===== src/rtl/assert_macros.svh =====
// ---------------------------------------------------------------------------
// Assertion macros
// Shared concurrent-assertion wrappers, clocked on clk and held off in reset.
// ---------------------------------------------------------------------------
`ifndef ASSERT_MACROS_SVH
`define ASSERT_MACROS_SVH

// Plain property check, disabled while rst is high
`define SRW_ASSERT(lbl, prop, msg) \
  lbl: assert property (@(posedge clk) disable iff (rst) (prop)) else $error(msg);

// Same-cycle implication check
`define SRW_ASSERT_IMPLIES(lbl, ante, cons, msg) \
  `SRW_ASSERT(lbl, (ante) |-> (cons), msg)

`endif


===== src/rtl/srw_pkg.sv =====
// ---------------------------------------------------------------------------
// srw_pkg
// Types and constants of the selective-repeat receive window.
// ---------------------------------------------------------------------------
`timescale 1ns / 1ps

package srw_pkg;

  // Port field widths
  localparam int unsigned SEQ_W      = 5;
  localparam int unsigned PORT_PAY_W = 32;
  localparam int unsigned WIN_W      = 5;

  // Internal widths: sequence counter reaches 61, signed offset needs one more bit
  localparam int unsigned CNT_W      = 6;
  localparam int unsigned OFF_W      = 7;
  localparam int unsigned EXT_PAY_W  = 64;

  // Register port
  localparam int unsigned PADDR_W    = 3;
  localparam int unsigned APB_DATA_W = 32;
  localparam logic        REG_WINDOW = 1'b0;
  localparam logic [WIN_W-1:0] WINDOW_RESET = 5'd4;

  // Result kinds
  localparam logic KIND_DATA = 1'b0;
  localparam logic KIND_ACK  = 1'b1;

  // Control broadcast along the cell row
  typedef struct packed {
    logic shift;
    logic clear;
  } cell_ctrl_t;

  typedef enum logic [1:0] {
    ST_IDLE  = 2'b01,
    ST_DRAIN = 2'b10
  } state_t;

endpackage


===== src/rtl/srw_if.sv =====
// ---------------------------------------------------------------------------
// Stream interfaces
// Valid/ready channels for arriving frames and outgoing results.
// ---------------------------------------------------------------------------
`timescale 1ns / 1ps

interface srw_frame_if;
  logic                            valid;
  logic                            ready;
  logic [srw_pkg::SEQ_W-1:0]       frame_sequence;
  logic [srw_pkg::PORT_PAY_W-1:0]  frame_payload;

  modport source (output valid, frame_sequence, frame_payload, input ready);
  modport sink   (input valid, frame_sequence, frame_payload, output ready);
endinterface

interface srw_result_if;
  logic                            valid;
  logic                            ready;
  logic                            kind;
  logic [srw_pkg::PORT_PAY_W-1:0]  delivered_payload;
  logic [srw_pkg::SEQ_W-1:0]       ack_sequence;
  logic                            negative_ack;
  logic                            last;

  modport source (output valid, kind, delivered_payload, ack_sequence, negative_ack, last,
                  input ready);
  modport sink   (input valid, kind, delivered_payload, ack_sequence, negative_ack, last,
                  output ready);
endinterface


===== src/rtl/srw_cell.sv =====
// ---------------------------------------------------------------------------
// srw_cell
// One receive slot: valid flag and buffered payload, shifts down one per beat.
// ---------------------------------------------------------------------------
`timescale 1ns / 1ps

module srw_cell #(
  parameter int unsigned PAYLOAD_BITS = 32
) (
  input  logic                    clk,
  input  logic                    rst,
  input  srw_pkg::cell_ctrl_t     ctrl,
  input  logic                    store,
  input  logic [PAYLOAD_BITS-1:0] store_payload,
  input  logic                    up_valid,
  input  logic [PAYLOAD_BITS-1:0] up_payload,
  output logic                    valid,
  output logic [PAYLOAD_BITS-1:0] payload
);

  // Slot occupancy
  always_ff @(posedge clk) begin
    if (rst || ctrl.clear) begin
      valid <= 1'b0;
    end else if (ctrl.shift) begin
      valid <= up_valid;
    end else if (store) begin
      valid <= 1'b1;
    end
  end

  // Slot data, no reset
  always_ff @(posedge clk) begin
    if (ctrl.shift) begin
      payload <= up_payload;
    end else if (store) begin
      payload <= store_payload;
    end
  end

endmodule


===== src/rtl/selective_repeat_receive_window.sv =====
// ---------------------------------------------------------------------------
// selective_repeat_receive_window
// The first result is registered in the cycle after the frame beat is accepted.
// Results: an out-of-order or rejected frame gives one NAK beat; an in-order
//   frame gives its data, the buffered successors and an ACK; no frame is taken meanwhile.
// Reset: window 4, expected sequence 0, all slots empty; writing the window
//   register also clears the expected sequence and the slots.
// Slots form a row of cells that shifts down one place per delivered beat.
// ---------------------------------------------------------------------------
`timescale 1ns / 1ps

`include "assert_macros.svh"

module selective_repeat_receive_window #(
  parameter int unsigned WINDOW_MAX   = 16,
  parameter int unsigned PAYLOAD_BITS = 32
) (
  input  logic                             clk,
  input  logic                             rst,
  srw_frame_if.sink                        frame,
  srw_result_if.source                     result,
  input  logic                             psel,
  input  logic                             penable,
  input  logic                             pwrite,
  input  logic [srw_pkg::PADDR_W-1:0]      paddr,
  input  logic [srw_pkg::APB_DATA_W-1:0]   pwdata,
  output logic [srw_pkg::APB_DATA_W-1:0]   prdata,
  output logic                             pready
);

  localparam int unsigned CNT_W = srw_pkg::CNT_W;
  localparam int unsigned OFF_W = srw_pkg::OFF_W;
  localparam int unsigned EXT_W = srw_pkg::EXT_PAY_W;
  localparam logic [OFF_W-1:0] WMAX_EXT = OFF_W'(WINDOW_MAX);

  srw_pkg::state_t state, state_next;

  logic [srw_pkg::WIN_W-1:0] window_size;
  logic [CNT_W-1:0]          exp_seq, exp_next, exp_inc;
  logic [CNT_W-1:0]          win_raw, win_eff, space;
  logic [OFF_W-1:0]          diff, offset;
  logic                      hit0, in_win;

  // Output register
  logic                                out_valid;
  logic                                out_kind, out_nak, out_last;
  logic [srw_pkg::PORT_PAY_W-1:0]      out_pay;
  logic [srw_pkg::SEQ_W-1:0]           out_ack;

  logic                                can_emit, frame_ready, acc;
  logic                                emit, e_kind, e_nak, e_last;
  logic [srw_pkg::PORT_PAY_W-1:0]      e_pay;
  logic [srw_pkg::SEQ_W-1:0]           e_ack;
  logic                                shift, store_en;

  logic                                cfg_wr;
  srw_pkg::cell_ctrl_t                 cell_ctrl;

  logic [EXT_W-1:0]                    frame_ext, frame_back, cell0_ext;
  logic [PAYLOAD_BITS-1:0]             frame_st;

  logic                                cell_valid [WINDOW_MAX];
  logic [PAYLOAD_BITS-1:0]             cell_pay   [WINDOW_MAX];
  logic                                up_valid   [WINDOW_MAX];
  logic [PAYLOAD_BITS-1:0]             up_pay     [WINDOW_MAX];
  logic [WINDOW_MAX-1:0]               store_vec;

  // Register port
  assign pready = 1'b1;
  assign cfg_wr = psel && penable && pwrite &&
                  (paddr[srw_pkg::PADDR_W-1:2] == srw_pkg::REG_WINDOW);
  assign prdata = (paddr[srw_pkg::PADDR_W-1:2] == srw_pkg::REG_WINDOW) ?
                  srw_pkg::APB_DATA_W'(window_size) : '0;

  always_ff @(posedge clk) begin
    if (rst) begin
      window_size <= srw_pkg::WINDOW_RESET;
    end else if (cfg_wr) begin
      window_size <= pwdata[srw_pkg::WIN_W-1:0];
    end
  end

  // Effective window: zero acts as one, clamp to WINDOW_MAX
  assign win_raw = (window_size == '0) ? CNT_W'(1) : CNT_W'(window_size);
  assign win_eff = ({1'b0, win_raw} > WMAX_EXT) ? WMAX_EXT[CNT_W-1:0] : win_raw;
  assign space   = {win_eff[CNT_W-2:0], 1'b0};

  // Offset of the frame from the expected sequence, wrapped into the space
  assign diff   = OFF_W'(frame.frame_sequence) - OFF_W'(exp_seq);
  assign offset = diff[OFF_W-1] ? (diff + OFF_W'(space)) : diff;
  assign hit0   = (offset == '0);
  assign in_win = !hit0 && (offset < OFF_W'(win_eff));

  assign exp_inc = ((exp_seq + CNT_W'(1)) == space) ? '0 : (exp_seq + CNT_W'(1));

  // Payload width conversions
  assign frame_ext  = EXT_W'(frame.frame_payload);
  assign frame_st   = frame_ext[PAYLOAD_BITS-1:0];
  assign frame_back = EXT_W'(frame_st);
  assign cell0_ext  = EXT_W'(cell_pay[0]);

  // Handshake
  assign can_emit    = !out_valid || result.ready;
  assign frame_ready = (state == srw_pkg::ST_IDLE) && can_emit;
  assign acc         = frame.valid && frame_ready;
  assign frame.ready = frame_ready;

  // Sequencer: one result beat per cycle unless the result port stalls
  always_comb begin
    state_next = state;
    exp_next   = exp_seq;
    emit       = 1'b0;
    e_kind     = srw_pkg::KIND_DATA;
    e_pay      = '0;
    e_ack      = '0;
    e_nak      = 1'b0;
    e_last     = 1'b0;
    shift      = 1'b0;
    store_en   = 1'b0;
    unique case (state)
      srw_pkg::ST_IDLE: begin
        if (acc) begin
          emit = 1'b1;
          if (hit0) begin
            e_pay      = frame_back[srw_pkg::PORT_PAY_W-1:0];
            shift      = 1'b1;
            exp_next   = exp_inc;
            state_next = srw_pkg::ST_DRAIN;
          end else begin
            e_kind   = srw_pkg::KIND_ACK;
            e_ack    = exp_seq[srw_pkg::SEQ_W-1:0];
            e_nak    = 1'b1;
            e_last   = 1'b1;
            store_en = in_win;
          end
        end
      end
      srw_pkg::ST_DRAIN: begin
        if (can_emit) begin
          emit = 1'b1;
          if (cell_valid[0]) begin
            e_pay    = cell0_ext[srw_pkg::PORT_PAY_W-1:0];
            shift    = 1'b1;
            exp_next = exp_inc;
          end else begin
            e_kind     = srw_pkg::KIND_ACK;
            e_ack      = exp_seq[srw_pkg::SEQ_W-1:0];
            e_last     = 1'b1;
            state_next = srw_pkg::ST_IDLE;
          end
        end
      end
      default: begin
        state_next = srw_pkg::ST_IDLE;
      end
    endcase
  end

  always_ff @(posedge clk) begin
    if (rst) begin
      state   <= srw_pkg::ST_IDLE;
      exp_seq <= '0;
    end else begin
      state   <= state_next;
      exp_seq <= cfg_wr ? '0 : exp_next;
    end
  end

  // Result register
  always_ff @(posedge clk) begin
    if (rst) begin
      out_valid <= 1'b0;
    end else if (emit) begin
      out_valid <= 1'b1;
    end else if (result.ready) begin
      out_valid <= 1'b0;
    end
  end

  always_ff @(posedge clk) begin
    if (emit) begin
      out_kind <= e_kind;
      out_pay  <= e_pay;
      out_ack  <= e_ack;
      out_nak  <= e_nak;
      out_last <= e_last;
    end
  end

  assign result.valid             = out_valid;
  assign result.kind              = out_kind;
  assign result.delivered_payload = out_pay;
  assign result.ack_sequence      = out_ack;
  assign result.negative_ack      = out_nak;
  assign result.last              = out_last;

  // Cell row
  assign cell_ctrl.shift = shift;
  assign cell_ctrl.clear = cfg_wr;

  for (genvar j = 0; j < WINDOW_MAX; j++) begin : g_cell
    if (j == WINDOW_MAX - 1) begin : g_top
      assign up_valid[j] = 1'b0;
      assign up_pay[j]   = '0;
    end else begin : g_link
      assign up_valid[j] = cell_valid[j+1];
      assign up_pay[j]   = cell_pay[j+1];
    end

    assign store_vec[j] = store_en && (offset == OFF_W'(j));

    srw_cell #(
      .PAYLOAD_BITS (PAYLOAD_BITS)
    ) u_cell (
      .clk           (clk),
      .rst           (rst),
      .ctrl          (cell_ctrl),
      .store         (store_vec[j]),
      .store_payload (frame_st),
      .up_valid      (up_valid[j]),
      .up_payload    (up_pay[j]),
      .valid         (cell_valid[j]),
      .payload       (cell_pay[j])
    );
  end

  // Checks
  `SRW_ASSERT_IMPLIES(a_cell0_idle, state == srw_pkg::ST_IDLE, !cell_valid[0], "head cell full")
  `SRW_ASSERT(a_exp_in_space, exp_seq < space, "expected sequence outside sequence space")
  `SRW_ASSERT_IMPLIES(a_last_is_ack, out_valid, out_kind == out_last, "kind and last disagree")

endmodule


===== src/flat_wrapper.sv =====
// flat-port wrapper written by rule: the top's interface ports become plain ports
module selective_repeat_receive_window_flat 
#(
  parameter int unsigned WINDOW_MAX   = 16,
  parameter int unsigned PAYLOAD_BITS = 32
)
  (clk, rst, psel, penable, pwrite, paddr, pwdata, prdata, pready, frame_valid, frame_frame_sequence, frame_frame_payload, frame_ready, result_valid, result_kind, result_delivered_payload, result_ack_sequence, result_negative_ack, result_last, result_ready);
  srw_frame_if frame_i ();
  srw_result_if result_i ();
  input  logic clk;
  input  logic rst;
  input  logic psel;
  input  logic penable;
  input  logic pwrite;
  input  logic [srw_pkg::PADDR_W-1:0] paddr;
  input  logic [srw_pkg::APB_DATA_W-1:0] pwdata;
  output logic [srw_pkg::APB_DATA_W-1:0] prdata;
  output logic pready;
  input wire logic [$bits(frame_i.valid)-1:0] frame_valid;
  input wire logic [$bits(frame_i.frame_sequence)-1:0] frame_frame_sequence;
  input wire logic [$bits(frame_i.frame_payload)-1:0] frame_frame_payload;
  output wire logic [$bits(frame_i.ready)-1:0] frame_ready;
  output wire logic [$bits(result_i.valid)-1:0] result_valid;
  output wire logic [$bits(result_i.kind)-1:0] result_kind;
  output wire logic [$bits(result_i.delivered_payload)-1:0] result_delivered_payload;
  output wire logic [$bits(result_i.ack_sequence)-1:0] result_ack_sequence;
  output wire logic [$bits(result_i.negative_ack)-1:0] result_negative_ack;
  output wire logic [$bits(result_i.last)-1:0] result_last;
  input wire logic [$bits(result_i.ready)-1:0] result_ready;
  assign frame_i.valid = frame_valid;
  assign frame_i.frame_sequence = frame_frame_sequence;
  assign frame_i.frame_payload = frame_frame_payload;
  assign frame_ready = frame_i.ready;
  assign result_valid = result_i.valid;
  assign result_kind = result_i.kind;
  assign result_delivered_payload = result_i.delivered_payload;
  assign result_ack_sequence = result_i.ack_sequence;
  assign result_negative_ack = result_i.negative_ack;
  assign result_last = result_i.last;
  assign result_i.ready = result_ready;
  selective_repeat_receive_window #(.WINDOW_MAX(WINDOW_MAX), .PAYLOAD_BITS(PAYLOAD_BITS)) u_core (.clk(clk), .rst(rst), .frame(frame_i), .result(result_i), .psel(psel), .penable(penable), .pwrite(pwrite), .paddr(paddr), .pwdata(pwdata), .prdata(prdata), .pready(pready));
endmodule

===== config.mk =====
export PLATFORM = sky130hd
export DESIGN_NAME = selective_repeat_receive_window_flat
export DESIGN_NICKNAME = d
export VERILOG_FILES = /design/src/rtl/srw_pkg.sv /design/src/rtl/srw_if.sv /design/src/rtl/srw_cell.sv /design/src/rtl/selective_repeat_receive_window.sv /design/src/flat_wrapper.sv
export VERILOG_INCLUDE_DIRS = /design/src /design/src/rtl
export SDC_FILE = /design/constraint.sdc
export NUM_CORES = 1
export LEC_CHECK = 0
export BUFFER_PORTS_ARGS = -buffer_cell sky130_fd_sc_hd__buf_2
export CORE_ASPECT_RATIO = 0.75
export CORE_MARGIN = 5
export CORE_UTILIZATION = 60
export DETAILED_ROUTE_END_ITERATION = 6
export PLACE_DENSITY = 0.9
export SLEW_MARGIN = 30
export SYNTH_ARGS = -nofsm -noshare
export SYNTH_HDL_FRONTEND = slang
export SYNTH_HIERARCHICAL = 1
export SYNTH_SLANG_ARGS = --single-unit

===== constraint.sdc =====
create_clock -name clk -period 9 [get_ports clk]
set_input_delay 1.8 -clock clk [delete_from_list [all_inputs] [get_ports clk]]
set_output_delay 1.8 -clock clk [all_outputs]
set_load 0.005 [all_outputs]

==> results of run 1 <==
-- worst reg2reg max path: stages (launching register included) --
cell     delay [ns]
dfxtp_1        0.49
inv_1          0.16
ha_1           0.37
nand2_1        0.07
o21ai_0        0.33
xor2_1         0.28
ha_1           0.32
a21oi_1        0.25
nand2_1        0.11
xnor2_1        0.13
a21oi_1        0.70
ha_1           0.39
a21oi_1        0.14
nand2_1        0.07
a311o_1        0.38
or3_1          0.39
nor3_1         0.43
or2_2          0.70
-- power by group through the flow --
stage               clock (mW)  sequential [mW]  combinational [mW]
global placement             0             3.10               0.397
detailed placement           0             3.11               0.433
CTS                       2.20             3.05               0.441
floorplan                    0             3.11               0.317
finish                    2.16             3.05               0.443
global route              2.31             3.05               0.473
-- cell usage in the layout, fill, tap and decap left out, types with 3 or more instances in the layout --
| cell | count |
|---|---|
| a2111oi_2 | 17 |
| a21o_1 | 7 |
| a21oi_1 | 15 |
| a22oi_1 | 32 |
| and2_1 | 6 |
| buf_12 | 8 |
| buf_2 | 96 |
| buf_4 | 9 |
| bufinv_16 | 3 |
| clkbuf_1 | 7 |
| clkbuf_16 | 55 |
| clkinv_1 | 20 |
| clkinv_2 | 7 |
| conb_1 | 63 |
| dfxtp_1 | 30 |
| edfxtp_1 | 551 |
| ha_1 | 17 |
| inv_1 | 39 |
| mux2_2 | 50 |
| mux2_4 | 464 |
| nand2_1 | 25 |
| nand2b_1 | 8 |
| nand3_1 | 9 |
| nand3b_1 | 3 |
| nor2_1 | 50 |
| nor2b_1 | 5 |
| nor3_1 | 22 |
| o211ai_1 | 3 |
| o21ai_0 | 8 |
| o311ai_0 | 3 |
| or2_2 | 19 |
| or3_1 | 3 |
| xnor2_1 | 12 |
-- flip-flops by register name (all words and copies together), names as in the netlist --
| name | count |
|---|---|
| u_core/exp_seq | 6 |
| u_core/g_cell.u_cell/payload | 512 |
| u_core/result.delivered_payload | 32 |
| u_core/result.negative_ack | 1 |
| u_core/result.last | 1 |
| u_core/result.valid | 1 |
| u_core/window_size | 5 |
| u_core/state | 2 |
| u_core/g_cell.u_cell/valid | 16 |
| u_core/result.ack_sequence | 5 |
-- stage by stage --
step	std cells	area, um^2	total power, mW
floorplan	1602	28100	3.42
global placement	2238	28700	3.50
detailed placement	2239	28700	3.54
CTS	2335	30300	5.70
global route	2336	30400	5.83
finish	2336	30400	5.65
-- routing by layer --
metal  vias to the layer above  GRT usage
li1                       6085          -
met1                      6825      0.276
met2                       464      0.328
met5                         -          0
met3                        86     0.0302
met4                         0     0.0393
-- kinds of logic (layout without fill, tap and decap cells) --
logic type | Yosys count | in the layout
AO/OA/AOI/OAI | 101 | 101
XOR/XNOR | 14 | 14
adder cells (fa/ha/maj) | 19 | 19
buffers and inverters | 147 | 251
flip-flops | 581 | 581
multiplexers | 516 | 516
other | 2 | 63
AND/OR/NAND/NOR | 161 | 161
-- layout make-up --
class / instances / area share
Clock buffer: 63 / 0.0467
Clock inverter: 33 / 0.00738
Multi-Input combinational cell: 874 / 0.325
Tap cell: 630 / 0.0260
Inverter: 40 / 0.00495
Timing Repair Buffer: 115 / 0.0247
Sequential cell: 581 / 0.565
-- worst max-delay path by stage --
stage | start | end | slack (ns)
after floorplan | frame_frame_sequence[0] | u_core/g_cell[11].u_cell/payload[0]$_DFFE_PP_ | 1.85
after global placement | frame_frame_sequence[0] | u_core/g_cell[4].u_cell/payload[29]$_DFFE_PP_ | 1.78
after detailed placement | frame_frame_sequence[0] | u_core/g_cell[4].u_cell/payload[31]$_DFFE_PP_ | 1.60
after CTS | frame_frame_sequence[0] | u_core/g_cell[4].u_cell/payload[29]$_DFFE_PP_ | 2.12
after global routing | frame_frame_sequence[0] | u_core/g_cell[14].u_cell/payload[31]$_DFFE_PP_ | 2.05
final | frame_frame_sequence[2] | u_core/g_cell[2].u_cell/payload[15]$_DFFE_PP_ | 2.27
==> flow_metrics.tcl, run 1 <==
set metrics [dict create \
    status "finished, final reports clean" \
    final.setup.tns_ns 0 \
    synth.area.mux_share 0.271 \
    post_cts_resized 0 \
    hold_depth 2 \
    core-area_mm2 0.0460 \
    yosys_register_bits 581 \
    multiInputGateArea_mm2 0.00988 \
    cts.htree.levels 2 \
    critPathTopFamily "compound AO/OA/AOI/OAI gates" \
    yosys.area_share.simple 0.0291 \
    ys_seq_area_frac 0.614 \
    fin_nets 1763 \
    clockPowerShare 0.382 \
    drt-met1-wl_um 21800 \
    wl_met2_um 25300 \
    p_sw_mw 1.19 \
    layout-drive-gt1-share 0.437 \
    crit_cells 17 \
    setup_ws_ns 2.27 \
    place_worst_setup_slack_ns 1.60 \
    synthCells 1541 \
    internal_power_mw 4.46 \
    antenna_found_initial 0 \
    grt_max_degree 82 \
    top_layer_used "met4" \
    ir_worst_vdd_mv 0.128 \
    clk_latency_ns 0.58 \
    cts_sinks 581 \
    synth_fa_ha_area_frac 0.00906 \
    post_cts_buffers 0 \
    slowest_stage "a21oi_1" \
    vias 13500 \
    root_buffer "clkbuf_16" \
    wirelength_um 51000 \
    path_buf_inv 1 \
    hold_slack_ns 0.477 \
    syn_area_mm2 0.0279 \
    syn2layout_area_growth_pct 8.76 \
    via_per_inst 5.76 \
    ctsHoldBuffers 0 \
    hpwl_um 31800 \
    fin_crit_ns 6.73 \
    hold_end "u_core/g_cell[11].u_cell/valid$_SDFFE_PP0P_" \
    clock_path_buffers 3 \
    comb_power_share 0.078 \
    grt-ovfl-total 0 \
    antennaDiodeCount 0 \
    critPathArrivalTime_ns 6.94 \
    port_buffers 96 \
    yosysUniqueCellTypes 54 \
    worstRegToRegCells 17 \
    die_area_mm2 0.0510 \
    pwr-share-seq 0.540 \
    chipHeight_um 197 \
    setup_violations 0 \
    drv_cap 0 \
    cpPeakStageDelay_ns 0.70 \
    powerDensity_mw_per_mm2 186 \
    fin_util 0.660 \
    grt_pass1_vias 14200 \
    worst-r2r-setup-slack_ns 2.91 \
    path_cells "buf_2, ha_1, nand2_1, o21ai_0, xor2_1, ha_1, a21oi_1, nand2_1, xnor2_1, a21oi_1, ha_1, a21oi_1, nand2_1, a311o_1, or3_1, nor3_1, or2_2" \
    cp-start-kind "input port" \
    seq_area_mm2 0.0171 \
    timing.fmax_ghz 0.149 \
    initial_core_util 0.606 \
    synth_xor_area_frac 0.00439 \
    cp_data_required_time_ns 9.21 \
    routabilityCongestion 0.825 \
    synth.cells.most_frequent "edfxtp_1, mux2_4, buf_6" \
    min_from "u_core/g_cell[12].u_cell/valid$_SDFFE_PP0P_" \
    fill_cells 2895 \
    end_kind "flop" \
    ant_nets 0 \
    leakage_nw 11.0 \
    dr.pass1.iters 5 \
    worst_pin_slew_ns 0.881 \
    reg2reg_from "u_core/exp_seq[2]$_SDFFE_PP0P_" \
    dr_wl_met3_um 2990 \
    period_share 0.748 \
    synth_compound_area_frac 0.0313 \
    worstReg2RegEnd "u_core/g_cell[2].u_cell/payload[15]$_DFFE_PP_" \
    drv_slew 0 \
    yosysTopAreaCellShare 0.593 \
    cts_tree "built" \
    num_rows 68 \
    groute.usage.overall 0.195 \
    relSlewSlack 0.413 \
    critPathKind "in2reg" \
    cts.clk_slew.worst_paths_ns 0.06 \
    yosys.area.top_type "edfxtp_1" \
    synth_edf_count 551 \
    rsz0062_at_grt "false" \
    switching_share 0.210 \
    drc 0 \
    synth_top_family_by_area "multiplexers" \
    ys_top_cells_by_area "edfxtp_1, mux2_4, buf_6, dfxtp_1, mux2_2" \
    drt_iter0_drc 1337 \
    synth_flop_cell "edfxtp_1" \
    async_reset_ff_frac 0 \
    wl_per_cell_um 21.8 \
    io_pins 154 \
    postSynthAreaPerCell_um2 18.1 \
    cts_buffers 53 \
    skew_ns 0.0186 \
    yosys_warnings 6 \
    fp.dieW_um 259 \
    cp_max_fo 32 \
    hold_violations 0 \
    synth_most_common_cell "edfxtp_1" \
    grt_pass1_wl_um 79500 \
    worstHoldPathType "reg2reg" \
]
No activity file was read; power rests on OpenSTA's default activity.
==> run 2, diff against run 1 <==
--- a/config.mk
+++ b/config.mk
@@ -6,6 +6,7 @@
 export SDC_FILE = /design/constraint.sdc
 export NUM_CORES = 1
 export LEC_CHECK = 0
+export ABC_AREA = 1
 export BUFFER_PORTS_ARGS = -buffer_cell sky130_fd_sc_hd__buf_2
 export CORE_ASPECT_RATIO = 0.75
 export CORE_MARGIN = 5
==> constraint.sdc (replaced) <==
create_clock -name clk -period 6.85 [get_ports clk]
set_input_delay 1.37 -clock clk [delete_from_list [all_inputs] [get_ports clk]]
set_output_delay 1.37 -clock clk [all_outputs]
set_load 0.005 [all_outputs]
==> run 2 against run 1 <==
Area after synthesis down 0.98%. Non-clock buffer count grew 16. Final cell count rose by 52%. Clock power increased by 44%. Highest routed layer unchanged. Clock skew down 0.0050 ns. Critical path depth grew 4. Flip-flop and latch count unchanged. Via count grew 39%. Synthesized cell count grew 83%. Register-to-register slack got worse by 1.2 ns. Sequential share of layout area is 1.0 points higher.
==> flow_metrics.tcl, run 2 <==
set metrics [dict create \
    period_share 0.808 \
    syn2layout_area_growth_pct 7.88 \
    leakage_nw 12.5 \
    ys_seq_area_frac 0.620 \
    die_area_mm2 0.0505 \
    vias 18800 \
    worstReg2RegEnd "u_core/g_cell[0].u_cell/payload[15]$_DFFE_PP_" \
    ctsHoldBuffers 0 \
    layout_common_cells "nand2_1, edfxtp_1, nand2_2, nor2_1, buf_2" \
    syn_area_mm2 0.0276 \
    p_sw_mw 1.70 \
    worstRegToRegCells 19 \
    core-area_mm2 0.0458 \
    finalNonFillerCells 3552 \
    fin_nets 3009 \
    synthCells 2818 \
    p_total_mw 7.66 \
    synth.cells.most_frequent "nand2_1, edfxtp_1, nand2_2" \
    drv_slew 0 \
    critPathKind "in2reg" \
    grt-ovfl-total 0 \
    worst_pin_slew_ns 0.991 \
    fp.dieW_um 258 \
    reg2reg_from "u_core/exp_seq[0]$_SDFFE_PP0P_" \
    switching_share 0.222 \
    final.setup.tns_ns 0 \
    grt_pass1_vias 18200 \
    largest_register_ffs 512 \
    clockPowerShare 0.405 \
    pwr-share-seq 0.522 \
    comb_power_share 0.072 \
    ir_worst_vdd_mv 0.197 \
    synth_flop_cell "edfxtp_1" \
    post_cts_buffers 0 \
    critPathArrivalTime_ns 5.77 \
    relSlewSlack 0.340 \
    worst-r2r-setup-slack_ns 1.71 \
    clk_latency_ns 0.59 \
    io_pins 154 \
    cp_data_required_time_ns 7.09 \
    grt_max_degree 171 \
    powerDensity_mw_per_mm2 257 \
    cp-start-kind "input port" \
    grt_pass1_wl_um 87900 \
    place_inst 3450 \
    hold_end "u_core/g_cell[7].u_cell/valid$_SDFFE_PP0P_" \
    cts.clk_slew.worst_paths_ns 0.07 \
    post_cts_resized 0 \
    via_per_inst 5.28 \
    synth_most_common_cell "nand2_1" \
    chipHeight_um 196 \
    critPathTopFamily "buffers and inverters" \
    drt_iter0_drc 2094 \
    routabilityCongestion 0.801 \
    hold_violations 0 \
    yosys.area.top_type "edfxtp_1" \
    antennaDiodeCount 0 \
    synth_edf_count 551 \
    hold_slack_ns 0.476 \
    hold_depth 2 \
    cp_max_fo 33 \
    wl_per_cell_um 15.3 \
    port_buffers 96 \
    ant_nets 0 \
    dr.pass1.iters 6 \
    clock_path_buffers 3 \
    worstHoldPathType "reg2reg" \
    hpwl_um 36700 \
    end_kind "flop" \
    path_cells "buf_2, inv_1, ha_1, inv_1, fa_1, xor2_1, inv_1, fa_1, nand3b_1, nand3_1, nand2_1, nand2_1, nand3_4, nor2_8, nand2_8, nor2_4, o21ba_4, buf_4, inv_8, nand2_1, buf_4" \
    yosys_warnings 6 \
    fill_cells 3321 \
    layout-drive-gt1-share 0.154 \
    status "finished, final reports clean" \
    initial_core_util 0.604 \
    cpPeakStageDelay_ns 0.61 \
    async_reset_ff_frac 0 \
    fin_util 0.651 \
    groute.usage.overall 0.210 \
    setup_violations 0 \
    cts.htree.levels 2 \
    num_rows 68 \
    timing.fmax_ghz 0.181 \
    min_from "u_core/g_cell[7].u_cell/valid$_SDFFE_PP0P_" \
    root_buffer "clkbuf_16" \
    yosys_register_bits 581 \
    internal_power_mw 5.96 \
    top_register "u_core/g_cell.u_cell/payload" \
    wirelength_um 54400 \
    drc 0 \
    cts_sinks 581 \
    antenna_found_initial 0 \
    slowest_stage "o21ba_4" \
    cts_tree "built" \
    ys_top_cells_by_area "edfxtp_1, nand2_1, nand2_2, dfxtp_1, buf_4" \
    path_buf_inv 7 \
    skew_ns 0.0136 \
    yosysUniqueCellTypes 39 \
    fin_crit_ns 5.54 \
    drv_cap 0 \
    postSynthAreaPerCell_um2 9.81 \
    yosysTopAreaCellShare 0.599 \
    layout_commonest_cell "nand2_1" \
    cts_buffers 54 \
    rsz0062_at_grt "false" \
]
run 2: changes by cell type in the layout (fill, tap and decap cells not counted), moves of 46 or more:
cell | previous run | this run
inv_1 | 39 | 85
mux2_2 | 50 | 0
mux2_4 | 464 | 0
nand2_1 | 25 | 1540
nand2_2 | 0 | 166
nor2_1 | 50 | 102
run 2: cell type report:
| type | count | area, um^2 | share of cell area |
|---|---|---|---|
| Clock buffer | 66 | 1460 | 0.0490 |
| Clock inverter | 36 | 369 | 0.0124 |
| Inverter | 108 | 531 | 0.0178 |
| Multi-Input combinational cell | 2035 | 8760 | 0.294 |
| Sequential cell | 581 | 17100 | 0.575 |
| Tap cell | 595 | 744 | 0.0250 |
| Timing Repair Buffer | 131 | 801 | 0.0269 |
run 2: worst max-delay path by stage:
stage | startpoint | endpoint | slack (ns) | cells after the start
2_1_floorplan | frame_frame_sequence[0] | u_core/g_cell[0].u_cell/payload[0]$_DFFE_PP_ | 1.41 | 19
6_report | frame_frame_sequence[0] | u_core/g_cell[0].u_cell/payload[15]$_DFFE_PP_ | 1.31 | 21
3_3_place_gp | frame_frame_sequence[0] | u_core/g_cell[0].u_cell/payload[13]$_DFFE_PP_ | 0.91 | 21
3_5_place_dp | frame_frame_sequence[0] | u_core/g_cell[0].u_cell/payload[12]$_DFFE_PP_ | 0.72 | 21
4_1_cts | frame_frame_sequence[0] | u_core/g_cell[0].u_cell/payload[23]$_DFFE_PP_ | 1.33 | 21
5_1_grt | frame_frame_sequence[0] | u_core/g_cell[0].u_cell/payload[23]$_DFFE_PP_ | 1.10 | 21
run 2: cell families after synthesis:
kind of cell	Yosys count	share of synthesized area
adder cells (fa/ha/maj)	19	0.00914
buffers and inverters	262	0.0714
other	2	0.000272
XOR/XNOR	7	0.00222
AND/OR/NAND/NOR	1893	0.284
flip-flops	581	0.620
AO/OA/AOI/OAI	54	0.0129
run 2: through the flow:
step	setup WS [ns]	instance area, um^2
after global routing	1.10	29800
final	1.31	29800
after CTS	1.33	29800
after global placement	0.905	28000
after floorplan	1.41	27900
after detailed placement	0.720	28000
run 2: worst register-to-register path, cell delays in order, from the launching register on:
cell	delay (ns)
dfxtp_1	0.49
ha_1	0.26
inv_1	0.07
fa_1	0.43
xor2_1	0.24
inv_1	0.10
fa_1	0.46
nand3b_1	0.19
nand3_1	0.09
nand2_1	0.06
nand2_1	0.10
nand3_4	0.12
nor2_8	0.20
nand2_8	0.11
nor2_4	0.22
o21ba_4	0.61
buf_4	0.38
inv_8	0.14
nand2_1	0.11
buf_4	0.38
run 2: routing by layer:
| metal | up-vias | share of wire | track usage |
|---|---|---|---|
| met5 | - | 0 | 0 |
| met4 | 0 | 0.016 | 0.0474 |
| met3 | 82 | 0.083 | 0.0329 |
| met2 | 777 | 0.50 | 0.373 |
| met1 | 8790 | 0.40 | 0.277 |
| li1 | 9102 | - | - |
run 2: power by group through the flow:
stage	sequential, mW	clock [mW]	combinational (mW)
final	4.00	3.10	0.554
after global routing	4.00	3.28	0.621
after CTS	4.00	3.15	0.548
after detailed placement	4.08	0	0.540
after global placement	4.07	0	0.488
after floorplan	4.08	0	0.376
==> run 3, diff against run 2 <==
==> constraint.sdc (replaced) <==
create_clock -name clk -period 5.69 [get_ports clk]
set_input_delay 1.138 -clock clk [delete_from_list [all_inputs] [get_ports clk]]
set_output_delay 1.138 -clock clk [all_outputs]
set_load 0.005 [all_outputs]
==> run 3 against run 2 <==
Register-to-register slack worse by 0.78 ns. Worst hold slack worse by 0.0013 ns. Sequential share of layout area is 0.25 points lower. Clock power grew 11%. Sequential power increased by 20%. Critical endpoint is now u_core/g_cell[12].u_cell/payload[18]$_DFFE_PP_. Largest cell class unchanged.
==> flow_metrics.tcl, run 3 (synthesis results as in run 2) <==
set metrics [dict create \
    port_buffers 96 \
    drv_slew 0 \
    status "finished, final reports clean" \
    crit_path_frequent_cell "nand2_1" \
    ctsHoldBuffers 0 \
    worst-r2r-setup-slack_ns 0.93 \
    root_buffer "clkbuf_16" \
    ant_nets 0 \
    layout-drive-gt1-share 0.152 \
    leakage_nw 12.5 \
    cp_max_fo 106 \
    cpPeakStageDelay_ns 0.47 \
    relSlewSlack 0.369 \
    grt_pass1_wl_um 88400 \
    worstHoldPathType "reg2reg" \
    setup_violations 0 \
    largest_register_ffs 512 \
    vias 18800 \
    finish.instance_area_mm2 0.0299 \
    top_register "u_core/g_cell.u_cell/payload" \
    timing.fmax_ghz 0.204 \
    cts.clk_slew.worst_paths_ns 0.06 \
    grt_pass1_vias 18300 \
    path_cells "buf_2, inv_1, ha_1, inv_1, fa_1, xor2_1, inv_1, fa_1, nand3b_1, nand3_1, nand2_1, nand2_1, nand3_4, nor2_8, nand2_8, nor2_4, o21ba_4, buf_4, buf_12, nand2_1, nand2_1" \
    drt_iter0_drc 1798 \
    fp.dieW_um 258 \
    post_cts_resized 0 \
    antenna_found_initial 1 \
    clk_latency_ns 0.59 \
    cts_tree "built" \
    grt_max_degree 107 \
    setup_ws_ns 0.797 \
    p_total_mw 8.92 \
    hold_violations 0 \
    layout_common_cells "nand2_1, edfxtp_1, nand2_2, nor2_1, buf_2" \
    drv_cap 0 \
    fin_crit_ns 4.89 \
    initial_core_util 0.604 \
    cp_data_required_time_ns 6.11 \
    groute.usage.overall 0.211 \
    slowest_stage "fa_1" \
    hpwl_um 38100 \
    syn2layout_area_growth_pct 8.36 \
    wirelength_um 54800 \
    post_cts_buffers 0 \
    cts_sinks 581 \
    wl_per_cell_um 15.4 \
    layout_commonest_cell "nand2_1" \
    period_share 0.860 \
    clock_path_buffers 3 \
    core-area_mm2 0.0458 \
    cts_buffers 54 \
    powerDensity_mw_per_mm2 298 \
    critPathArrivalTime_ns 5.32 \
    cp-start-kind "input port" \
    worst_pin_slew_ns 0.946 \
    critPathKind "in2reg" \
    final.setup.tns_ns 0 \
    drc 0 \
    skew_ns 0.0199 \
    end_kind "flop" \
    fill_cells 3313 \
    dr.pass1.iters 6 \
    ir_worst_vdd_mv 0.244 \
    fin_nets 3017 \
    num_rows 68 \
    io_pins 154 \
    grt-ovfl-total 0 \
    via_per_inst 5.29 \
    rsz0062_at_grt "false" \
    routabilityCongestion 0.785 \
    cts.htree.levels 2 \
    chipHeight_um 196 \
    die_area_mm2 0.0505 \
    place_worst_setup_slack_ns 0.220 \
    place_area_mm2 0.0283 \
]
run 3: cell types whose count changed in the layout (fill, tap and decap cells not counted):
| cell | change |
|---|---|
| buf_4 | -11 |
| clkinv_1 | +3 |
| buf_12 | +19 |
| clkinv_2 | -4 |
| clkbuf_8 | +1 |
| bufinv_16 | -6 |
| diode_2 | +1 |
| clkbuf_1 | +6 |
| clkinvlp_4 | -2 |
run 3: path summary, 6_finish.rpt:
| kind | from | to | cells after the start |
|---|---|---|---|
| max | frame_frame_sequence[0] | u_core/g_cell[12].u_cell/payload[18]$_DFFE_PP_ | 21 |
| min | u_core/g_cell[7].u_cell/valid$_SDFFE_PP0P_ | u_core/g_cell[7].u_cell/valid$_SDFFE_PP0P_ | 2 |
| min reg2reg | u_core/g_cell[7].u_cell/valid$_SDFFE_PP0P_ | u_core/g_cell[7].u_cell/valid$_SDFFE_PP0P_ | 2 |
| max reg2reg | u_core/exp_seq[0]$_SDFFE_PP0P_ | u_core/g_cell[12].u_cell/payload[18]$_DFFE_PP_ | 19 |
run 3: cell type report:
type,instances,area (um^2),share of cell area
Clock buffer,73,1500,0.0500
Tap cell,595,744,0.0249
Inverter,108,531,0.0177
Multi-Input combinational cell,2035,8760,0.293
Clock inverter,27,165,0.00551
Antenna cell,1,2.50,0.0000836
Timing Repair Buffer,139,1100,0.0367
Sequential cell,581,17100,0.573
run 3: stage by stage:
| step | util | hold WS, ns | std cells |
|---|---|---|---|
| finish | 0.654 | 0.475 | 3559 |
| global route | 0.654 | 0.511 | 3559 |
| CTS | 0.654 | 0.474 | 3558 |
| detailed placement | 0.618 | 0.458 | 3458 |
| global placement | 0.617 | 0.453 | 3457 |
| floorplan | - | 0.440 | 2878 |
run 3: where the power goes:
part / internal [mW] / switching [mW]
sequential: 4.79 / 0.0251
combinational: 0.207 / 0.466
clock: 1.92 / 1.51
total: 6.92 / 2.00
run 3: critical path, delay by kind of cell:
family,cells,cell delay (ns)
AND/OR/NAND/NOR,10,1.39
adder cells (fa/ha/maj),3,1.07
buffers and inverters,6,0.92
AO/OA/AOI/OAI,1,0.44
XOR/XNOR,1,0.23
run 3: per-layer routing:
metal / vias up / track usage / wire, um
li1: 9137 / - / -
met1: 8805 / 0.277 / 22000
met2: 781 / 0.374 / 27100
met3: 101 / 0.0350 / 4520
met4: 0 / 0.0488 / 1100
met5: - / 0 / 0
